### src/sphg_pkg.sv
// Shared types and constants for the sampler playhead generator.
// Used by sphg_core and sampler_playhead_generator_unit; no dependencies.
package sphg_pkg;

  localparam int FRAC_BITS = 16;
  localparam int POS_W     = 38;
  localparam int IDX_W     = 20;
  localparam int CNT_W     = 21;
  localparam int SPAN_W    = 22;
  localparam int OFF_W     = 37;
  localparam int GRAIN_W   = 12;
  localparam int KIND_W    = 2;
  localparam int MODE_W    = 3;
  localparam int RF_W      = 16;
  localparam int SPEED_W   = 24;
  localparam int CFG_IDX_W = 3;
  localparam int CFG_DAT_W = 24;

  localparam logic [CNT_W-1:0]   MAX_SAMPLES  = 21'd1048576;
  localparam logic [GRAIN_W-1:0] GRAIN_TICKS  = 12'd2205;
  localparam logic [SPAN_W-1:0]  START_MARGIN = 22'd10;
  localparam logic [SPAN_W-1:0]  JUMP_MARGIN  = 22'd100;

  // item kinds
  localparam logic [KIND_W-1:0] KIND_START = 2'd0;
  localparam logic [KIND_W-1:0] KIND_STOP  = 2'd1;
  localparam logic [KIND_W-1:0] KIND_TICK  = 2'd2;

  // play modes
  localparam logic [MODE_W-1:0] MODE_FWD    = 3'd0;
  localparam logic [MODE_W-1:0] MODE_BWD    = 3'd1;
  localparam logic [MODE_W-1:0] MODE_PP_FWD = 3'd2;
  localparam logic [MODE_W-1:0] MODE_PP_BWD = 3'd3;
  localparam logic [MODE_W-1:0] MODE_RAND   = 3'd4;

  // register indexes
  localparam logic [CFG_IDX_W-1:0] REG_PLAY_MODE    = 3'd0;
  localparam logic [CFG_IDX_W-1:0] REG_LOOP_ENABLE  = 3'd1;
  localparam logic [CFG_IDX_W-1:0] REG_REGION_START = 3'd2;
  localparam logic [CFG_IDX_W-1:0] REG_REGION_END   = 3'd3;
  localparam logic [CFG_IDX_W-1:0] REG_SAMPLE_COUNT = 3'd4;
  localparam logic [CFG_IDX_W-1:0] REG_SPEED_STEP   = 3'd5;

  typedef struct packed {
    logic [MODE_W-1:0]  play_mode;
    logic               loop_enable;
    logic [IDX_W-1:0]   region_start;
    logic [CNT_W-1:0]   region_end;
    logic [CNT_W-1:0]   sample_count;
    logic [SPEED_W-1:0] speed_step;
  } cfg_t;

  typedef struct packed {
    logic signed [POS_W-1:0] pos;
    logic                    fwd;
    logic [GRAIN_W-1:0]      grain;
    logic                    playing;
  } state_t;

  // registered item: kind plus the pre-scaled random offset
  typedef struct packed {
    logic [KIND_W-1:0] kind;
    logic [OFF_W-1:0]  off;
  } item_t;

  typedef struct packed {
    logic [IDX_W-1:0] read_index;
    logic [IDX_W-1:0] next_index;
    logic [RF_W-1:0]  fraction;
    logic             read_valid;
    logic             is_playing;
    logic             stopped_now;
    logic             moving_forward;
  } result_t;

endpackage

### src/sphg_core.sv
// Per-item playhead logic: bounds, taps and step for one registered item.
// Depends on sphg_pkg.
module sphg_core (
  input  sphg_pkg::cfg_t    cfg,
  input  sphg_pkg::state_t  st,
  input  sphg_pkg::item_t   item,
  output sphg_pkg::state_t  st_next,
  output sphg_pkg::result_t res
);

  logic [sphg_pkg::MODE_W-1:0]          mode;
  logic signed [sphg_pkg::POS_W-1:0]    lo;
  logic signed [sphg_pkg::POS_W-1:0]    hi;
  logic [sphg_pkg::CNT_W-1:0]           emo;
  logic signed [sphg_pkg::POS_W-1:0]    emo_pos;
  logic signed [sphg_pkg::POS_W-1:0]    rand_pos;
  logic [sphg_pkg::GRAIN_W-1:0]         grain_inc;
  sphg_pkg::state_t                     b;       // state after start/stop/bounds
  logic                                 stopped;
  logic                                 back;
  logic signed [sphg_pkg::POS_W:0]      sum;
  logic [sphg_pkg::SPAN_W-1:0]          t0;
  logic [sphg_pkg::SPAN_W-1:0]          t1;
  logic [sphg_pkg::SPAN_W-1:0]          lim;
  logic                                 valid;

  assign mode    = (cfg.play_mode > sphg_pkg::MODE_RAND) ? sphg_pkg::MODE_RAND : cfg.play_mode;
  assign lo      = {2'b00, cfg.region_start, {sphg_pkg::FRAC_BITS{1'b0}}};
  assign hi      = {1'b0, cfg.region_end, {sphg_pkg::FRAC_BITS{1'b0}}};
  assign emo     = (cfg.region_end == '0) ? '0 : cfg.region_end - 1'b1;
  assign emo_pos = {1'b0, emo, {sphg_pkg::FRAC_BITS{1'b0}}};
  // offset is below (end - start) << 16, so this never leaves the position range
  assign rand_pos  = lo + $signed({1'b0, item.off});
  assign grain_inc = st.grain + 1'b1;

  // start, stop, region bounds and random-mode grain jumps
  always_comb begin
    b       = st;
    stopped = 1'b0;
    case (item.kind)
      sphg_pkg::KIND_START: begin
        if (cfg.sample_count != '0) begin
          case (mode)
            sphg_pkg::MODE_BWD, sphg_pkg::MODE_PP_BWD: begin
              b.pos = emo_pos;
              b.fwd = 1'b0;
            end
            sphg_pkg::MODE_RAND: begin
              b.pos = rand_pos;
              b.fwd = 1'b1;
            end
            default: begin
              b.pos = lo;
              b.fwd = 1'b1;
            end
          endcase
          b.grain   = '0;
          b.playing = 1'b1;
        end
      end
      sphg_pkg::KIND_STOP: begin
        b.playing = 1'b0;
      end
      sphg_pkg::KIND_TICK: begin
        if (st.playing) begin
          case (mode)
            sphg_pkg::MODE_FWD: begin
              if (st.pos >= hi) begin
                if (cfg.loop_enable) b.pos = lo;
                else stopped = 1'b1;
              end
            end
            sphg_pkg::MODE_BWD: begin
              if (st.pos <= lo) begin
                if (cfg.loop_enable) b.pos = emo_pos;
                else stopped = 1'b1;
              end
            end
            sphg_pkg::MODE_PP_FWD: begin
              if (st.fwd && st.pos >= hi) begin
                b.pos = emo_pos;
                b.fwd = 1'b0;
              end else if (!st.fwd && st.pos <= lo) begin
                if (cfg.loop_enable) begin
                  b.pos = lo;
                  b.fwd = 1'b1;
                end else begin
                  stopped = 1'b1;
                end
              end
            end
            sphg_pkg::MODE_PP_BWD: begin
              if (!st.fwd && st.pos <= lo) begin
                b.pos = lo;
                b.fwd = 1'b1;
              end else if (st.fwd && st.pos >= hi) begin
                if (cfg.loop_enable) begin
                  b.pos = emo_pos;
                  b.fwd = 1'b0;
                end else begin
                  stopped = 1'b1;
                end
              end
            end
            default: begin
              if (grain_inc >= sphg_pkg::GRAIN_TICKS || st.pos >= hi || st.pos < lo) begin
                b.grain = '0;
                b.pos   = rand_pos;
              end else begin
                b.grain = grain_inc;
              end
            end
          endcase
          if (stopped) b.playing = 1'b0;
        end
      end
      default: begin
      end
    endcase
  end

  // interpolation taps from the bounded position
  assign t0    = {1'b0, b.pos[sphg_pkg::POS_W-2:sphg_pkg::FRAC_BITS]};
  assign t1    = t0 + 1'b1;
  assign lim   = {1'b0, (cfg.sample_count > sphg_pkg::MAX_SAMPLES) ?
                        sphg_pkg::MAX_SAMPLES : cfg.sample_count};
  assign valid = (item.kind == sphg_pkg::KIND_TICK) && !b.pos[sphg_pkg::POS_W-1] && (t0 < lim);

  // step, saturated to the signed position range
  assign back = (mode == sphg_pkg::MODE_BWD) ||
                (!b.fwd && (mode == sphg_pkg::MODE_PP_FWD || mode == sphg_pkg::MODE_PP_BWD));
  assign sum  = back ? {b.pos[sphg_pkg::POS_W-1], b.pos} - $signed({15'd0, cfg.speed_step})
                     : {b.pos[sphg_pkg::POS_W-1], b.pos} + $signed({15'd0, cfg.speed_step});

  always_comb begin
    st_next = b;
    if (item.kind == sphg_pkg::KIND_TICK && b.playing) begin
      if (sum[sphg_pkg::POS_W] != sum[sphg_pkg::POS_W-1])
        st_next.pos = sum[sphg_pkg::POS_W] ? {1'b1, {(sphg_pkg::POS_W-1){1'b0}}}
                                            : {1'b0, {(sphg_pkg::POS_W-1){1'b1}}};
      else
        st_next.pos = sum[sphg_pkg::POS_W-1:0];
    end
  end

  always_comb begin
    res.read_index     = valid ? t0[sphg_pkg::IDX_W-1:0] : '0;
    res.next_index     = '0;
    if (valid)
      res.next_index   = (t1 < lim) ? t1[sphg_pkg::IDX_W-1:0] : sphg_pkg::IDX_W'(lim - 1'b1);
    res.fraction       = valid ? b.pos[sphg_pkg::FRAC_BITS-1:0] : '0;
    res.read_valid     = valid;
    res.is_playing     = b.playing;
    res.stopped_now    = stopped;
    case (mode)
      sphg_pkg::MODE_BWD:    res.moving_forward = 1'b0;
      sphg_pkg::MODE_PP_FWD: res.moving_forward = b.fwd;
      sphg_pkg::MODE_PP_BWD: res.moving_forward = b.fwd;
      default:               res.moving_forward = 1'b1;
    endcase
  end

endmodule

### src/sampler_playhead_generator_unit.sv
// Top level of the sampler playhead generator: config registers, offset
// multiplier, item and result registers. Depends on sphg_pkg and sphg_core.
//
//  channel | signals                               | direction | item
//  --------+---------------------------------------+-----------+--------------------------
//  cmd     | cmd_valid, cmd_stall, kind, rand. frac | in        | start / stop / tick
//  res     | res_valid, res_stall, index/flag fields| out       | taps, fraction, flags
//  cfg     | cfg_write, cfg_index, cfg_data         | in        | register write, no wait
//
// The item register, loaded at acceptance, holds the kind and the random
// offset from the 16 x 21 multiplier; the result register, loaded when the
// item moves on, holds the outcome of the playhead logic. One item per cycle
// sustained while the result is not stalled.
// Synchronous reset clears handshake state, the playhead and the config registers.
// A stalled result holds; one further item waits in the item register.
module sampler_playhead_generator_unit (
  input  logic                              clk,
  input  logic                              rst,
  input  logic                              cmd_valid,
  output logic                              cmd_stall,
  input  logic [sphg_pkg::KIND_W-1:0]       kind,
  input  logic [sphg_pkg::RF_W-1:0]         random_fraction,
  output logic                              res_valid,
  input  logic                              res_stall,
  output logic [sphg_pkg::IDX_W-1:0]        read_index,
  output logic [sphg_pkg::IDX_W-1:0]        next_index,
  output logic [sphg_pkg::RF_W-1:0]         fraction,
  output logic                              read_valid,
  output logic                              is_playing,
  output logic                              stopped_now,
  output logic                              moving_forward,
  input  logic                              cfg_write,
  input  logic [sphg_pkg::CFG_IDX_W-1:0]    cfg_index,
  input  logic [sphg_pkg::CFG_DAT_W-1:0]    cfg_data
);

  sphg_pkg::cfg_t    cfg;
  sphg_pkg::state_t  st;
  sphg_pkg::state_t  st_next;
  sphg_pkg::item_t   item;
  sphg_pkg::result_t res;
  sphg_pkg::result_t res_next;
  logic              item_valid;
  logic              adv;
  logic              accept;

  logic signed [sphg_pkg::SPAN_W-1:0] span;
  logic        [sphg_pkg::SPAN_W-1:0] margin;
  logic signed [sphg_pkg::SPAN_W-1:0] span_m;
  logic        [sphg_pkg::OFF_W-1:0]  prod;
  logic        [sphg_pkg::OFF_W-1:0]  off;

  // ---- configuration registers (the user must write them only while idle; the block has no guard) ----
  always_ff @(posedge clk) begin
    if (rst) begin
      cfg.play_mode    <= '0;
      cfg.loop_enable  <= 1'b0;
      cfg.region_start <= '0;
      cfg.region_end   <= sphg_pkg::CNT_W'(1);
      cfg.sample_count <= '0;
      cfg.speed_step   <= sphg_pkg::SPEED_W'(65536);
    end else if (cfg_write) begin
      case (cfg_index)
        sphg_pkg::REG_PLAY_MODE:    cfg.play_mode    <= cfg_data[sphg_pkg::MODE_W-1:0];
        sphg_pkg::REG_LOOP_ENABLE:  cfg.loop_enable  <= cfg_data[0];
        sphg_pkg::REG_REGION_START: cfg.region_start <= cfg_data[sphg_pkg::IDX_W-1:0];
        sphg_pkg::REG_REGION_END:   cfg.region_end   <= cfg_data[sphg_pkg::CNT_W-1:0];
        sphg_pkg::REG_SAMPLE_COUNT: cfg.sample_count <= cfg_data[sphg_pkg::CNT_W-1:0];
        sphg_pkg::REG_SPEED_STEP:   cfg.speed_step   <= cfg_data;
        default: begin
        end
      endcase
    end
  end

  // ---- random offset: fraction x (span - margin), margin by item kind ----
  // 10 samples of margin at start, 100 on a grain jump; zero if span too short.
  assign span   = $signed({1'b0, cfg.region_end}) - $signed({2'b00, cfg.region_start});
  assign margin = (kind == sphg_pkg::KIND_START) ? sphg_pkg::START_MARGIN
                                                 : sphg_pkg::JUMP_MARGIN;
  assign span_m = span - $signed(margin);
  assign prod   = sphg_pkg::OFF_W'(random_fraction) *
                  sphg_pkg::OFF_W'(span_m[sphg_pkg::CNT_W-1:0]);
  assign off    = (span > $signed(margin)) ? prod : '0;

  // ---- handshake ----
  // result register frees when empty or taken; item register moves on then
  assign adv       = item_valid && (!res_valid || !res_stall);
  assign cmd_stall = item_valid && !adv;
  assign accept    = cmd_valid && !cmd_stall;

  always_ff @(posedge clk) begin
    if (rst) begin
      item_valid <= 1'b0;
    end else if (!cmd_stall) begin
      item_valid <= cmd_valid;
    end
  end

  always_ff @(posedge clk) begin
    if (accept) begin
      item.kind <= kind;
      item.off  <= off;
    end
  end

  // ---- playhead logic ----
  sphg_core u_core (
    .cfg     (cfg),
    .st      (st),
    .item    (item),
    .st_next (st_next),
    .res     (res_next)
  );

  always_ff @(posedge clk) begin
    if (rst) begin
      st.pos     <= '0;
      st.fwd     <= 1'b1;
      st.grain   <= '0;
      st.playing <= 1'b0;
    end else if (adv) begin
      st <= st_next;
    end
  end

  always_ff @(posedge clk) begin
    if (rst) begin
      res_valid <= 1'b0;
    end else if (adv) begin
      res_valid <= 1'b1;
    end else if (!res_stall) begin
      res_valid <= 1'b0;
    end
  end

  always_ff @(posedge clk) begin
    if (adv) res <= res_next;
  end

  assign read_index     = res.read_index;
  assign next_index     = res.next_index;
  assign fraction       = res.fraction;
  assign read_valid     = res.read_valid;
  assign is_playing     = res.is_playing;
  assign stopped_now    = res.stopped_now;
  assign moving_forward = res.moving_forward;

  // ---- assertions ----
  a_grain_range: assert property (@(posedge clk) disable iff (rst)
    st.grain < sphg_pkg::GRAIN_TICKS)
    else $error("grain counter beyond jump period");

  a_stop_clears: assert property (@(posedge clk) disable iff (rst)
    adv && item.kind == sphg_pkg::KIND_STOP |=> res_valid && !is_playing && !st.playing)
    else $error("stop item left playback running");

  a_stopped_not_playing: assert property (@(posedge clk) disable iff (rst)
    res_valid && stopped_now |-> !is_playing && !read_valid || !is_playing)
    else $error("stopped result still playing");

  a_taps_adjacent: assert property (@(posedge clk) disable iff (rst)
    res_valid && read_valid |->
      next_index == read_index || next_index == read_index + 1'b1)
    else $error("second tap not next to first");

  a_invalid_zero: assert property (@(posedge clk) disable iff (rst)
    res_valid && !read_valid |-> read_index == '0 && next_index == '0 && fraction == '0)
    else $error("invalid read carries tap data");

endmodule

### config.mk
export PLATFORM = sky130hd
export DESIGN_NAME = sampler_playhead_generator_unit
export DESIGN_NICKNAME = d
export VERILOG_FILES = /design/src/sphg_pkg.sv /design/src/sphg_core.sv /design/src/sampler_playhead_generator_unit.sv
export SDC_FILE = /design/constraint.sdc
export NUM_CORES = 2
export LEC_CHECK = 0
export ABC_AREA = 1
export BUFFER_PORTS_ARGS = -buffer_cell sky130_fd_sc_hd__buf_2
export CORE_MARGIN = 2
export CORE_UTILIZATION = 35
export DETAILED_ROUTE_END_ITERATION = 12
export GPL_ROUTABILITY_DRIVEN = 0
export PLACE_DENSITY = 0.56
export SLEW_MARGIN = 10
export SYNTH_ARGS = -nofsm -noshare
export SYNTH_HDL_FRONTEND = slang
export SYNTH_HIERARCHICAL = 1
export SYNTH_SLANG_ARGS = --single-unit
### constraint.sdc
create_clock -name clk -period 10.4 [get_ports clk]
set_input_delay 0 -clock clk [delete_from_list [all_inputs] [get_ports clk]]
set_output_delay 0 -clock clk [all_outputs]
set_load 0.005 [all_outputs]
==> metrics.txt <==
Post-synth top flop dfxtp_1; router iterations before antenna repair 6; vias in the first global route roughly 35000; maximum cell stage delay along the critical path between 500 and 600 ps; synthesized netlist cell count 5462; Setup Buffers After CTS 0; CTS tree built; MaxCap Viol Count 0; Post-Layout Inst Area 38700 um^2; net total in the final layout between 6000 and 7000; achievable frequency approximately 110 MHz; count of buffers from port buffering around 110; post-detailed-placement cell area approximately 37000 um^2; number of buffers created by CTS 29; horizontal extent of the die approximately 320 um; crit-path most repeated cell inv_1; final worst-path cycle share 0.866; Synth Net Count approximately 6100; WL/cell about 20 um; CP Data Arrival Time 9360 ps; total clock sinks 243; Syn-to-layout area delta 8.08%; antenna viol nets, final 0; proportion of synthesized chip area in sequential cells 0.164; Rows approximately 120; detailed router's first-iteration violation count roughly 3400; total of fill cells in the finished design 11000; I/O pin total between 100 and 150; post-cts resize count 0; worst hold slack after final layout around 57 ps; RSZ-0062 raised after global routing false; most common library cell in the layout ignoring fill and taps nand2_1; wire length of the first global-routing pass 206 mm; starting density of the core 0.352; result of the run finished clean; relative slew slack 0.260; number of DRC violations after detailed routing 0; slowest stage cell on the critical path fa_1; synthesized cell area between 30000 and 40000 um^2; number of hold violations in the final report 0; deepest clock path buffer count 3; vias post-DR between 30000 and 40000; pin slew with the least headroom to its limit around 1100 ps; Die Footprint 105000 um^2; average cell area after synthesis roughly 6.5 um^2; category of the most critical setup path reg2reg; startpoint type of the worst setup path flop; Seq. cell area 5860 um^2; share of synthesized flip-flops with an asynchronous set or reset 0; count of distinct cell types in the synthesized netlist slightly below 70; count of flip-flops with a built-in enable after synthesis a little under 100; number of slew-limit violations in the final report 0; total overflow reported by the global router 0; maximum number of pins on one net before global-route repair 85; number of flip-flops and latches in the synthesized netlist 243; number of buffers inserted for hold repair after clock tree synthesis 39; later-pin clock latency in the skew report 610 ps; fraction of layout instances using a drive strength above 1 0.0559; root buffer cell clkbuf_16; Core Box Area approximately 100000 um^2; clock-pin transition on the worst setup and hold timing paths 60 ps; GRT Resource Usage Total 0.253; class of the most critical hold timing path in2reg; chip height between 300 and 400 um; area of the multi-input gates 25500 um^2; initial antenna violation count 6; min Tclk post-route ~9000 ps; yosys warns 6; post-detail-place hpwl about 110 mm; kind of end point of the critical path flop; final wirelength roughly 130 mm; Max Clock Skew approximately 15 ps; worst-case setup slack after placement 1540 ps; commonest cells after routing, fill and taps aside nand2_1, inv_1, nor2_1; final worst setup slack 1390 ps; Worst EP required ~11000 ps; Final TNS setup 0 ps; CTS HTree Levels 1; top fanout value on the critical path 12; post-detailed-route via-to-cell ratio about 5.3; Final setup viols 0
==> synth_stat cells, drive strengths merged, types with 10 or more instances <==
cell,number,area (um^2)
nand4,47,315
nor4,14,87.6
ha,279,3490
o21ai,343,1740
fa,268,5370
nand3,407,2110
nor2,874,3380
clkbuf,145,546
a211oi,24,180
xnor2,49,429
a21oi,359,1850
buf,68,475
a21o,15,113
xor2,99,867
a31oi,23,144
nor3,30,155
o21bai,10,75.1
a22oi,13,97.6
o22ai,17,106
nand2,1169,4490
dfxtp,144,2880
edfxtp,99,2970
inv,891,3350
==> sequential cells by signal, summed over array words and instances (netlist names) <==
register	count
cfg	90
st	52
item	39
next_index	20
read_index	20
fraction	16
is_playing	1
item_valid	1
moving_forward	1
read_valid	1
res_valid	1
stopped_now	1
==> routing by layer <==
layer  global-route usage  part of all wire  vias up
met5                    0                 0        -
met4                0.114             0.049        0
met3               0.0358             0.074      341
met2                0.424              0.46     1534
met1                0.324              0.42    17000
li1                     -                 -    17300
==> area by class of cell <==
cell class / count / share of cell area
antenna: 1 / 0.0000647
clock buffer: 35 / 0.0199
clock inverter: 19 / 0.00469
inverter: 900 / 0.0874
multi-input combinational: 4106 / 0.661
sequential: 243 / 0.151
tap: 1368 / 0.0443
timing repair buffer: 187 / 0.0316
==> path summary, 6_finish.rpt <==
kind / from / to / slack (ps) / cells after the start
worst max register to register: cfg[68] / item[29] / 1390 / 37
worst min register to register: cfg[42] / cfg[42] / 520 / 2
worst max-delay path: cfg[68] / item[29] / 1390 / 37
worst min-delay path: cfg_write / cfg[16] / 60 / 6
==> metrics by stage <==
step	util	std cells
after global routing	0.381	6858
final	0.381	6859
after detailed placement	0.367	6765
after global placement	0.367	6765
after CTS	0.381	6858
after floorplan	-	5462
==> cells by family after synthesis <==
| group | count (synthesis) | synth area share |
|---|---|---|
| AND/OR/NAND/NOR | 2562 | 0.299 |
| buffers and inverters | 1113 | 0.123 |
| AO/OA/AOI/OAI | 849 | 0.131 |
| adder cells (fa/ha/maj) | 547 | 0.248 |
| flip-flops | 243 | 0.164 |
| XOR/XNOR | 148 | 0.0362 |
==> critical path: cells and delay by family, from the launching register on <==
| kind | cells | cell delay [ps] |
|---|---|---|
| xor+xnor | 2 | 300 |
| simple gates | 18 | 3350 |
| fa+ha+maj | 9 | 4210 |
| buf+inv | 7 | 380 |
| compound gates | 1 | 100 |
| flops | 1 | 390 |
Power is not shown: default switching activity piles up to over one toggle a cycle in this logic, so the estimate is an artifact.
